### src/design/aed_pkg.sv
// aed_pkg: widths, constants, register indexes and shared types of the
// audio envelope detector; used by every other file of the block
`default_nettype none

package aed_pkg;

  localparam int SAMPLE_W   = 16;
  localparam int ENV_W      = 16;
  localparam int COEF_W     = 16;
  localparam int LEVEL_W    = 17;
  localparam int MODE_W     = 2;
  localparam int CFG_IDX_W  = 2;
  localparam int CFG_DATA_W = 16;
  localparam int MUL_W      = 21;
  localparam int PROD_W     = 2 * MUL_W;
  localparam int FRAC_W     = 16;
  localparam int SHIFT_W    = 4;
  localparam int MAGL_W     = SHIFT_W + FRAC_W;
  localparam int CNT_W      = 4;
  localparam int DB_SHIFT   = 24;

  localparam logic [CFG_IDX_W-1:0] CFG_ATTACK  = 2'd0;
  localparam logic [CFG_IDX_W-1:0] CFG_RELEASE = 2'd1;
  localparam logic [CFG_IDX_W-1:0] CFG_MODE    = 2'd2;
  localparam logic [CFG_IDX_W-1:0] CFG_LOG     = 2'd3;

  localparam logic [MODE_W-1:0] MODE_SQUARE = 2'd1;

  localparam logic [ENV_W-1:0]          ENV_ONE     = 16'h8000;
  localparam logic signed [LEVEL_W-1:0] DB_FLOOR    = -17'sd24576;
  localparam logic signed [LEVEL_W-1:0] LEVEL_MAX   = 17'sd32768;
  localparam logic [MUL_W-1:0]          DB_PER_LOG2 = 21'd394566;
  localparam logic [PROD_W-1:0]         DB_ROUND    = PROD_W'(1) << (DB_SHIFT - 1);
  localparam logic [CNT_W-1:0]          CNT_LAST    = CNT_W'(FRAC_W - 1);

  typedef struct packed {
    logic [COEF_W-1:0] attack_coef;
    logic [COEF_W-1:0] release_coef;
    logic [MODE_W-1:0] detect_mode;
    logic              log_output;
  } cfg_t;

  typedef struct packed {
    logic load;
    logic sq;
    logic smooth;
    logic env;
    logic norm;
    logic step;
    logic mag;
    logic scale;
    logic out_load;
  } dp_cmd_t;

endpackage

`default_nettype wire

### src/design/aed_in_if.sv
// aed_in_if: sample request channel (valid, ready, sample)
// depends on aed_pkg for the sample width
`default_nettype none

interface aed_in_if import aed_pkg::*; ();
  logic                       valid;
  logic                       ready;
  logic signed [SAMPLE_W-1:0] sample;

  modport source (output valid, output sample, input ready);
  modport sink   (input valid, input sample, output ready);
endinterface

`default_nettype wire

### src/design/aed_out_if.sv
// aed_out_if: level request channel (valid, ready, level)
// depends on aed_pkg for the level width
`default_nettype none

interface aed_out_if import aed_pkg::*; ();
  logic                      valid;
  logic                      ready;
  logic signed [LEVEL_W-1:0] level;

  modport source (output valid, output level, input ready);
  modport sink   (input valid, input level, output ready);
endinterface

`default_nettype wire

### src/design/aed_ctrl.sv
// aed_ctrl: sequencer of the envelope detector, drives datapath commands
// and both handshakes; depends on aed_pkg
`default_nettype none

module aed_ctrl import aed_pkg::*; (
  input  logic    clk,
  input  logic    rst_n,
  input  cfg_t    cfg,
  input  logic    in_valid,
  output logic    in_ready,
  output logic    out_valid,
  input  logic    out_ready,
  output dp_cmd_t cmd
);

  localparam logic [3:0] S_IDLE = 4'd0;
  localparam logic [3:0] S_SQ   = 4'd1;
  localparam logic [3:0] S_MUL  = 4'd2;
  localparam logic [3:0] S_ENV  = 4'd3;
  localparam logic [3:0] S_NORM = 4'd4;
  localparam logic [3:0] S_LOG  = 4'd5;
  localparam logic [3:0] S_MAG  = 4'd6;
  localparam logic [3:0] S_SCL  = 4'd7;
  localparam logic [3:0] S_OUT  = 4'd8;

  logic [3:0]       state_r, state_nxt;
  logic [CNT_W-1:0] cnt_r, cnt_nxt;
  logic             out_valid_r, out_valid_nxt;

  always_comb begin
    state_nxt     = state_r;
    cnt_nxt       = cnt_r;
    out_valid_nxt = out_valid_r && !out_ready;
    cmd           = '0;
    unique case (state_r)
      S_IDLE: begin
        if (in_valid) begin
          cmd.load  = 1'b1;
          state_nxt = (cfg.detect_mode == MODE_SQUARE) ? S_SQ : S_MUL;
        end
      end
      S_SQ: begin
        cmd.sq    = 1'b1;
        state_nxt = S_MUL;
      end
      S_MUL: begin
        cmd.smooth = 1'b1;
        state_nxt  = S_ENV;
      end
      S_ENV: begin
        cmd.env   = 1'b1;
        state_nxt = cfg.log_output ? S_NORM : S_OUT;
      end
      S_NORM: begin
        cmd.norm  = 1'b1;
        cnt_nxt   = '0;
        state_nxt = S_LOG;
      end
      S_LOG: begin
        cmd.step = 1'b1;
        cnt_nxt  = cnt_r + 1'b1;
        if (cnt_r == CNT_LAST) begin
          state_nxt = S_MAG;
        end
      end
      S_MAG: begin
        cmd.mag   = 1'b1;
        state_nxt = S_SCL;
      end
      S_SCL: begin
        cmd.scale = 1'b1;
        state_nxt = S_OUT;
      end
      S_OUT: begin
        if (!out_valid_r || out_ready) begin
          cmd.out_load  = 1'b1;
          out_valid_nxt = 1'b1;
          state_nxt     = S_IDLE;
        end
      end
      default: begin
        state_nxt = S_IDLE;
      end
    endcase
  end

  always_ff @(posedge clk) begin
    if (!rst_n) begin
      state_r     <= S_IDLE;
      cnt_r       <= '0;
      out_valid_r <= 1'b0;
    end else begin
      state_r     <= state_nxt;
      cnt_r       <= cnt_nxt;
      out_valid_r <= out_valid_nxt;
    end
  end

  assign in_ready  = (state_r == S_IDLE);
  assign out_valid = out_valid_r;

endmodule

`default_nettype wire

### src/design/aed_dp.sv
// aed_dp: rectifier, shared multiplier, smoother, log2 by squaring and
// output register of the envelope detector; depends on aed_pkg
`default_nettype none

module aed_dp import aed_pkg::*; (
  input  logic                       clk,
  input  logic                       rst_n,
  input  cfg_t                       cfg,
  input  dp_cmd_t                    cmd,
  input  logic signed [SAMPLE_W-1:0] sample,
  output logic signed [LEVEL_W-1:0]  level
);

  logic [ENV_W-1:0]          a_r, y_r, env_r, env_nxt;
  logic [FRAC_W-1:0]         frac_r;
  logic [SHIFT_W-1:0]        k_r, lz;
  logic [MAGL_W-1:0]         magl_r;
  logic signed [PROD_W-1:0]  prod_r;
  logic signed [LEVEL_W-1:0] level_r, level_nxt;

  logic [SAMPLE_W-1:0]       sample_u, mag;
  logic [SAMPLE_W+ENV_W-1:0] scaled;
  logic [ENV_W-1:0]          rect;
  logic [COEF_W-1:0]         coef;
  logic signed [ENV_W:0]     diff;
  logic signed [MUL_W-1:0]   mul_a, mul_b;
  logic signed [PROD_W-1:0]  prod, sum;
  logic [ENV_W:0]            sum_env, sq_t;
  logic [PROD_W-1:0]         rounded;
  logic [ENV_W-1:0]          q;
  logic signed [LEVEL_W-1:0] db;

  // magnitude brought to Q1.15
  assign sample_u = unsigned'(sample);
  assign mag      = sample[SAMPLE_W-1] ? (~sample_u + 1'b1) : sample_u;
  assign scaled   = {mag, {ENV_W{1'b0}}};
  assign rect     = scaled[SAMPLE_W+ENV_W-1 -: ENV_W];

  assign coef = (a_r > env_r) ? cfg.attack_coef : cfg.release_coef;
  assign diff = signed'({1'b0, env_r}) - signed'({1'b0, a_r});

  // shared multiplier
  always_comb begin
    mul_a = '0;
    mul_b = '0;
    if (cmd.sq) begin
      mul_a = MUL_W'(a_r);
      mul_b = MUL_W'(a_r);
    end else if (cmd.smooth) begin
      mul_a = MUL_W'(coef);
      mul_b = MUL_W'(diff);
    end else if (cmd.step) begin
      mul_a = MUL_W'(y_r);
      mul_b = MUL_W'(y_r);
    end else if (cmd.scale) begin
      mul_a = MUL_W'(magl_r);
      mul_b = DB_PER_LOG2;
    end
  end

  assign prod = mul_a * mul_b;

  // c*(env-a) + a*2^16, then >>16 and clamp
  assign sum     = prod_r + signed'(PROD_W'({a_r, {COEF_W{1'b0}}}));
  assign sum_env = sum[ENV_W+COEF_W:COEF_W];
  assign env_nxt = (sum_env > {1'b0, ENV_ONE}) ? ENV_ONE : sum_env[ENV_W-1:0];

  always_comb begin
    lz = '0;
    for (int i = 0; i < ENV_W; i++) begin
      if (env_r[i]) begin
        lz = SHIFT_W'(ENV_W - 1 - i);
      end
    end
  end

  assign sq_t = prod[2*ENV_W-1:ENV_W-1];

  assign rounded = unsigned'(prod_r) + DB_ROUND;
  assign q       = rounded[DB_SHIFT+ENV_W-1:DB_SHIFT];
  assign db      = -signed'({1'b0, q});

  always_comb begin
    if (!cfg.log_output) begin
      level_nxt = signed'({1'b0, env_r});
    end else if (env_r == '0) begin
      level_nxt = DB_FLOOR;
    end else begin
      level_nxt = db;
    end
  end

  always_ff @(posedge clk) begin
    if (!rst_n) begin
      env_r <= '0;
    end else if (cmd.env) begin
      env_r <= env_nxt;
    end
  end

  always_ff @(posedge clk) begin
    if (cmd.load) begin
      a_r <= rect;
    end else if (cmd.sq) begin
      a_r <= prod[2*ENV_W-2:ENV_W-1];
    end
    if (cmd.smooth || cmd.scale) begin
      prod_r <= prod;
    end
    if (cmd.norm) begin
      k_r    <= lz;
      y_r    <= env_r << lz;
      frac_r <= '0;
    end else if (cmd.step) begin
      y_r    <= sq_t[ENV_W] ? sq_t[ENV_W:1] : sq_t[ENV_W-1:0];
      frac_r <= {frac_r[FRAC_W-2:0], sq_t[ENV_W]};
    end
    if (cmd.mag) begin
      magl_r <= {k_r, {FRAC_W{1'b0}}} - MAGL_W'(frac_r);
    end
    if (cmd.out_load) begin
      level_r <= level_nxt;
    end
  end

  assign level = level_r;

endmodule

`default_nettype wire

### src/design/audio_envelope_detector.sv
// audio_envelope_detector: top level, configuration registers, controller
// and datapath; depends on aed_pkg, aed_in_if, aed_out_if, aed_ctrl, aed_dp
//
//   port       dir  request          width
//   in_chan    in   sample           16 signed, Q1.15
//   out_chan   out  level            17 signed, Q1.15 or dB Q8.8
//   cfg_*      in   register write   2-bit index, 16-bit data
//
// linear output: each accepted sample is rectified (and squared in square mode),
// smoothed on the shared multiplier and clamped into the envelope register
// log output: the envelope is then normalised and its log2 fraction taken
// by 16 squaring steps on the one shared multiplier, then scaled to dB
// one request at a time; a finished result waits in the output register
// while the next sample is taken; reset is synchronous, clears envelope
`default_nettype none

module audio_envelope_detector import aed_pkg::*; (
  input  logic                  clk,
  input  logic                  rst_n,
  aed_in_if.sink                in_chan,
  aed_out_if.source             out_chan,
  input  logic                  cfg_we,
  input  logic [CFG_IDX_W-1:0]  cfg_idx,
  input  logic [CFG_DATA_W-1:0] cfg_wdata
);

  cfg_t    cfg_r, cfg_nxt;
  dp_cmd_t cmd;

  always_comb begin
    cfg_nxt = cfg_r;
    if (cfg_we) begin
      unique case (cfg_idx)
        CFG_ATTACK:  cfg_nxt.attack_coef  = cfg_wdata[COEF_W-1:0];
        CFG_RELEASE: cfg_nxt.release_coef = cfg_wdata[COEF_W-1:0];
        CFG_MODE:    cfg_nxt.detect_mode  = cfg_wdata[MODE_W-1:0];
        CFG_LOG:     cfg_nxt.log_output   = cfg_wdata[0];
        default:     cfg_nxt = cfg_r;
      endcase
    end
  end

  always_ff @(posedge clk) begin
    if (!rst_n) begin
      cfg_r <= '0;
    end else begin
      cfg_r <= cfg_nxt;
    end
  end

  aed_ctrl u_ctrl (
    .clk       (clk),
    .rst_n     (rst_n),
    .cfg       (cfg_r),
    .in_valid  (in_chan.valid),
    .in_ready  (in_chan.ready),
    .out_valid (out_chan.valid),
    .out_ready (out_chan.ready),
    .cmd       (cmd)
  );

  aed_dp u_dp (
    .clk    (clk),
    .rst_n  (rst_n),
    .cfg    (cfg_r),
    .cmd    (cmd),
    .sample (in_chan.sample),
    .level  (out_chan.level)
  );

  // one sample in flight
  a_busy_after_accept: assert property (@(posedge clk) disable iff (!rst_n)
    (in_chan.valid && in_chan.ready) |=> !in_chan.ready)
    else $error("ready held after sample accepted");

  a_result_ends_work: assert property (@(posedge clk) disable iff (!rst_n)
    $rose(out_chan.valid) |-> in_chan.ready)
    else $error("result raised while sequencer busy");

  a_level_range: assert property (@(posedge clk) disable iff (!rst_n)
    out_chan.valid |-> (out_chan.level >= DB_FLOOR && out_chan.level <= LEVEL_MAX))
    else $error("level out of range");

endmodule

`default_nettype wire

### src/flat_wrapper.sv
// flat-port wrapper written by rule: the top's interface ports become plain ports
module audio_envelope_detector_flat import aed_pkg::*;
  (clk, rst_n, cfg_we, cfg_idx, cfg_wdata, in_chan_valid, in_chan_sample, in_chan_ready, out_chan_valid, out_chan_level, out_chan_ready);
  aed_in_if in_chan_i ();
  aed_out_if out_chan_i ();
  input  logic clk;
  input  logic rst_n;
  input  logic cfg_we;
  input  logic [CFG_IDX_W-1:0] cfg_idx;
  input  logic [CFG_DATA_W-1:0] cfg_wdata;
  input wire logic [$bits(in_chan_i.valid)-1:0] in_chan_valid;
  input wire logic [$bits(in_chan_i.sample)-1:0] in_chan_sample;
  output wire logic [$bits(in_chan_i.ready)-1:0] in_chan_ready;
  output wire logic [$bits(out_chan_i.valid)-1:0] out_chan_valid;
  output wire logic [$bits(out_chan_i.level)-1:0] out_chan_level;
  input wire logic [$bits(out_chan_i.ready)-1:0] out_chan_ready;
  assign in_chan_i.valid = in_chan_valid;
  assign in_chan_i.sample = in_chan_sample;
  assign in_chan_ready = in_chan_i.ready;
  assign out_chan_valid = out_chan_i.valid;
  assign out_chan_level = out_chan_i.level;
  assign out_chan_i.ready = out_chan_ready;
  audio_envelope_detector u_core (.clk(clk), .rst_n(rst_n), .in_chan(in_chan_i), .out_chan(out_chan_i), .cfg_we(cfg_we), .cfg_idx(cfg_idx), .cfg_wdata(cfg_wdata));
endmodule
### config.mk
export PLATFORM = sky130hd
export DESIGN_NAME = audio_envelope_detector_flat
export DESIGN_NICKNAME = d
export VERILOG_FILES = /design/src/design/aed_pkg.sv /design/src/design/aed_in_if.sv /design/src/design/aed_out_if.sv /design/src/design/aed_ctrl.sv /design/src/design/aed_dp.sv /design/src/design/audio_envelope_detector.sv /design/src/flat_wrapper.sv
export SDC_FILE = /design/constraint.sdc
export NUM_CORES = 1
export LEC_CHECK = 0
export ABC_AREA = 1
export BUFFER_PORTS_ARGS = -buffer_cell sky130_fd_sc_hd__buf_4
export CAP_MARGIN = 5
export CORE_MARGIN = 2
export CORE_UTILIZATION = 35
export DETAILED_ROUTE_END_ITERATION = 8
export MAX_ROUTING_LAYER = met4
export PLACE_DENSITY = 0.56
export SLEW_MARGIN = 0
export SYNTH_ARGS = -nofsm -noshare
export SYNTH_HDL_FRONTEND = slang
export SYNTH_SLANG_ARGS = --single-unit
export TNS_END_PERCENT = 30
### constraint.sdc
create_clock -name clk -period 11.7 [get_ports clk]
set_clock_uncertainty 0.1 [all_clocks]
set_input_delay 1.755 -clock clk [delete_from_list [all_inputs] [get_ports clk]]
set_output_delay 1.755 -clock clk [all_outputs]
set_load 0.05 [all_outputs]
==> flow_metrics.tcl <==
set metrics [dict create \
    slowest_delay_ns 0.61 \
    via_per_inst 4.95 \
    ctsHoldBuffers 0 \
    final_common_cell "inv_1" \
    status "complete, no violations" \
    start_util 0.355 \
    die_w_um 269 \
    drv_slew 0 \
    clock_sinks 173 \
    boundaryPins 58 \
    clk_pin_slew_worst_paths_ns 0.07 \
    dp_hpwl_um 65500 \
    numCtsBuffers 17 \
    whs_ns 0.391 \
    nFillCells 7326 \
    criticalPathCategory "register to register" \
    synth.avg_cell_area_um2 7.75 \
    ys_warn_count 0 \
    drtIter0Drc 1672 \
    placed_area_um2 26200 \
    period_share 0.859 \
    grt_overflow_total 0 \
    post-synth-top-area-cell "fa_1" \
    first_pass_iters 5 \
    dp_cells 4148 \
    critPathArrivalTime_ns 10.14 \
    grt_pass1_vias 21000 \
    numPortBuffers 57 \
    ys_seq_elements 173 \
    cts_buffer_depth 2 \
    clkLatencyLatePin_ns 0.46 \
    mostFrequentLayoutCells "696 x inv_1, 598 x nand2_1, 384 x nor2_1, 341 x fa_1, 195 x ha_1" \
    nets 3811 \
    postCtsSetupBuffers 0 \
    grt_pass1_wl_um 122000 \
    cts_tree "built" \
    syn_area_um2 24500 \
    wl_um 79000 \
    clock.fmax_mhz 99.5 \
    seq_area_um2 4430 \
    path_common_cell "nand2_1" \
    period_needed_ns 10.05 \
    finalHoldViolCount 0 \
    max-slew-margin-rel 0.274 \
    drive_gt1_frac 0.0526 \
    gr-usage-all-layers 0.233 \
    worst_setup_path_end_kind "register" \
    cts.repair.resized 0 \
    ys_seq_area_frac 0.181 \
    die_y_um 269 \
    worst_pin_slew_ns 1.09 \
    die-area_um2 72100 \
    instances_no_fill 4181 \
    gp_congestion 0.963 \
    root_buffer "clkbuf_16" \
    syn_inst 3162 \
    fp-row-count 96 \
    synth_area_leaders "fa_1 28%, edfxtp_1 12%, inv_1 11%, ha_1 10%, nand2_1 9.2%" \
    final.setup.tns_ns 0 \
    synth_top_area_frac 0.279 \
    ant_nets 0 \
    wire_per_inst_um 18.9 \
    setup_viol 0 \
    fin_area_um2 26800 \
    min_path_type "register to register" \
    vias 20700 \
    critPathSlowestCell "edfxtp_1" \
    cp-start-kind "register" \
    path_max_fanout 17 \
    htreeDepth 4 \
    multiInputGateArea_um2 17200 \
    ys_types 64 \
    areaGrowthSynthToFinish_pct 9.50 \
    rsz0062_at_grt "no" \
    core_um2 68900 \
    antenna_found_initial 0 \
    grt_max_degree 39 \
    required_ns 11.79 \
    cap_violations 0 \
    drc 0 \
]
layout make-up:
class,instances,share of cell area
well taps,931,0.0434
clock buffers,22,0.0197
flip-flops and latches,173,0.165
clock inverters,10,0.00406
diodes,1,0.0000933
multi-input cells,2239,0.642
repair buffers,86,0.0241
inverters,719,0.101
Yosys cell counts (all sizes together):
library cell / number
inv: 708
nand2: 607
nor2: 389
fa: 341
ha: 195
o21ai: 167
a21oi: 138
nand3: 100
edfxtp: 97
dfxtp: 76
clkbuf: 69
xor2: 68
nor3: 34
a31oi: 22
xnor2: 21
nand4: 14
buf: 12
clkinv: 11
o22ai: 10
nor4: 9
or2: 7
a21o: 6
nand3b: 6
o21a: 6
a31o: 5
o211ai: 5
a21boi: 4
a32o: 4
o21bai: 4
o311ai: 4
o32ai: 4
a41oi: 3
a211oi: 2
and3: 2
conb: 2
nor3b: 2
o31ai: 2
a2111oi: 1
a221oi: 1
and2: 1
o221a: 1
o221ai: 1
o41ai: 1
layer usage:
metal  routed length [um]  track usage  up-vias
li1                     -            -     9809
met1                35500        0.320    10100
met2                34900        0.350      711
met3                 5970       0.0394      127
met4                 2540       0.0728        0
met5                    0            -        -
logic make-up after synthesis:
group	count (synthesis)	share of synthesized area
AOI/OAI and AO/OA	391	0.0900
xor gates and xnor gates	89	0.0318
adders and majority gates	536	0.378
buffers and inverters	800	0.124
DFF	173	0.181
other	2	0.000307
and+or+nand+nor	1171	0.195
through the flow:
stage | util | worst slack [ns]
final | 0.389 | 1.65
after global routing | 0.389 | 1.12
after CTS | 0.389 | 1.77
after floorplan | - | 3.50
after global placement | 0.380 | 1.81
after detailed placement | 0.380 | 1.79
worst paths after layout:
| path | depth (start not counted) | endpoint | slack, ns | start |
|---|---|---|---|---|
| max | 38 | u_core.u_dp.y_r[15] | 1.65 | u_core.u_dp.a_r[14] |
| min | 2 | u_core.cfg_r[7] | 0.39 | u_core.cfg_r[7] |
| max reg2reg | 38 | u_core.u_dp.y_r[15] | 1.65 | u_core.u_dp.a_r[14] |
| min reg2reg | 2 | u_core.cfg_r[7] | 0.39 | u_core.cfg_r[7] |
worst max-delay path: cells and delay by family (launching register included):
family | cells | cell delay [ns]
AOI/OAI and AO/OA | 8 | 1.67
and+or+nand+nor | 14 | 1.91
buffers and inverters | 7 | 1.25
DFF | 1 | 0.61
adders and majority gates | 9 | 4.21
flip-flops by register name, indices dropped and copies added, names as in the netlist, 16 cells and up:
register,count
u_core.cfg_r,35
u_core.u_dp.a_r,16
u_core.u_dp.env_r,16
u_core.u_dp.frac_r,16
u_core.u_dp.level,17
u_core.u_dp.magl_r,20
u_core.u_dp.prod_r,24
u_core.u_dp.y_r,16
Power is left out: the tool's default activity adds up to more than one toggle a clock period on the data nets, which glitch-free logic cannot reach.
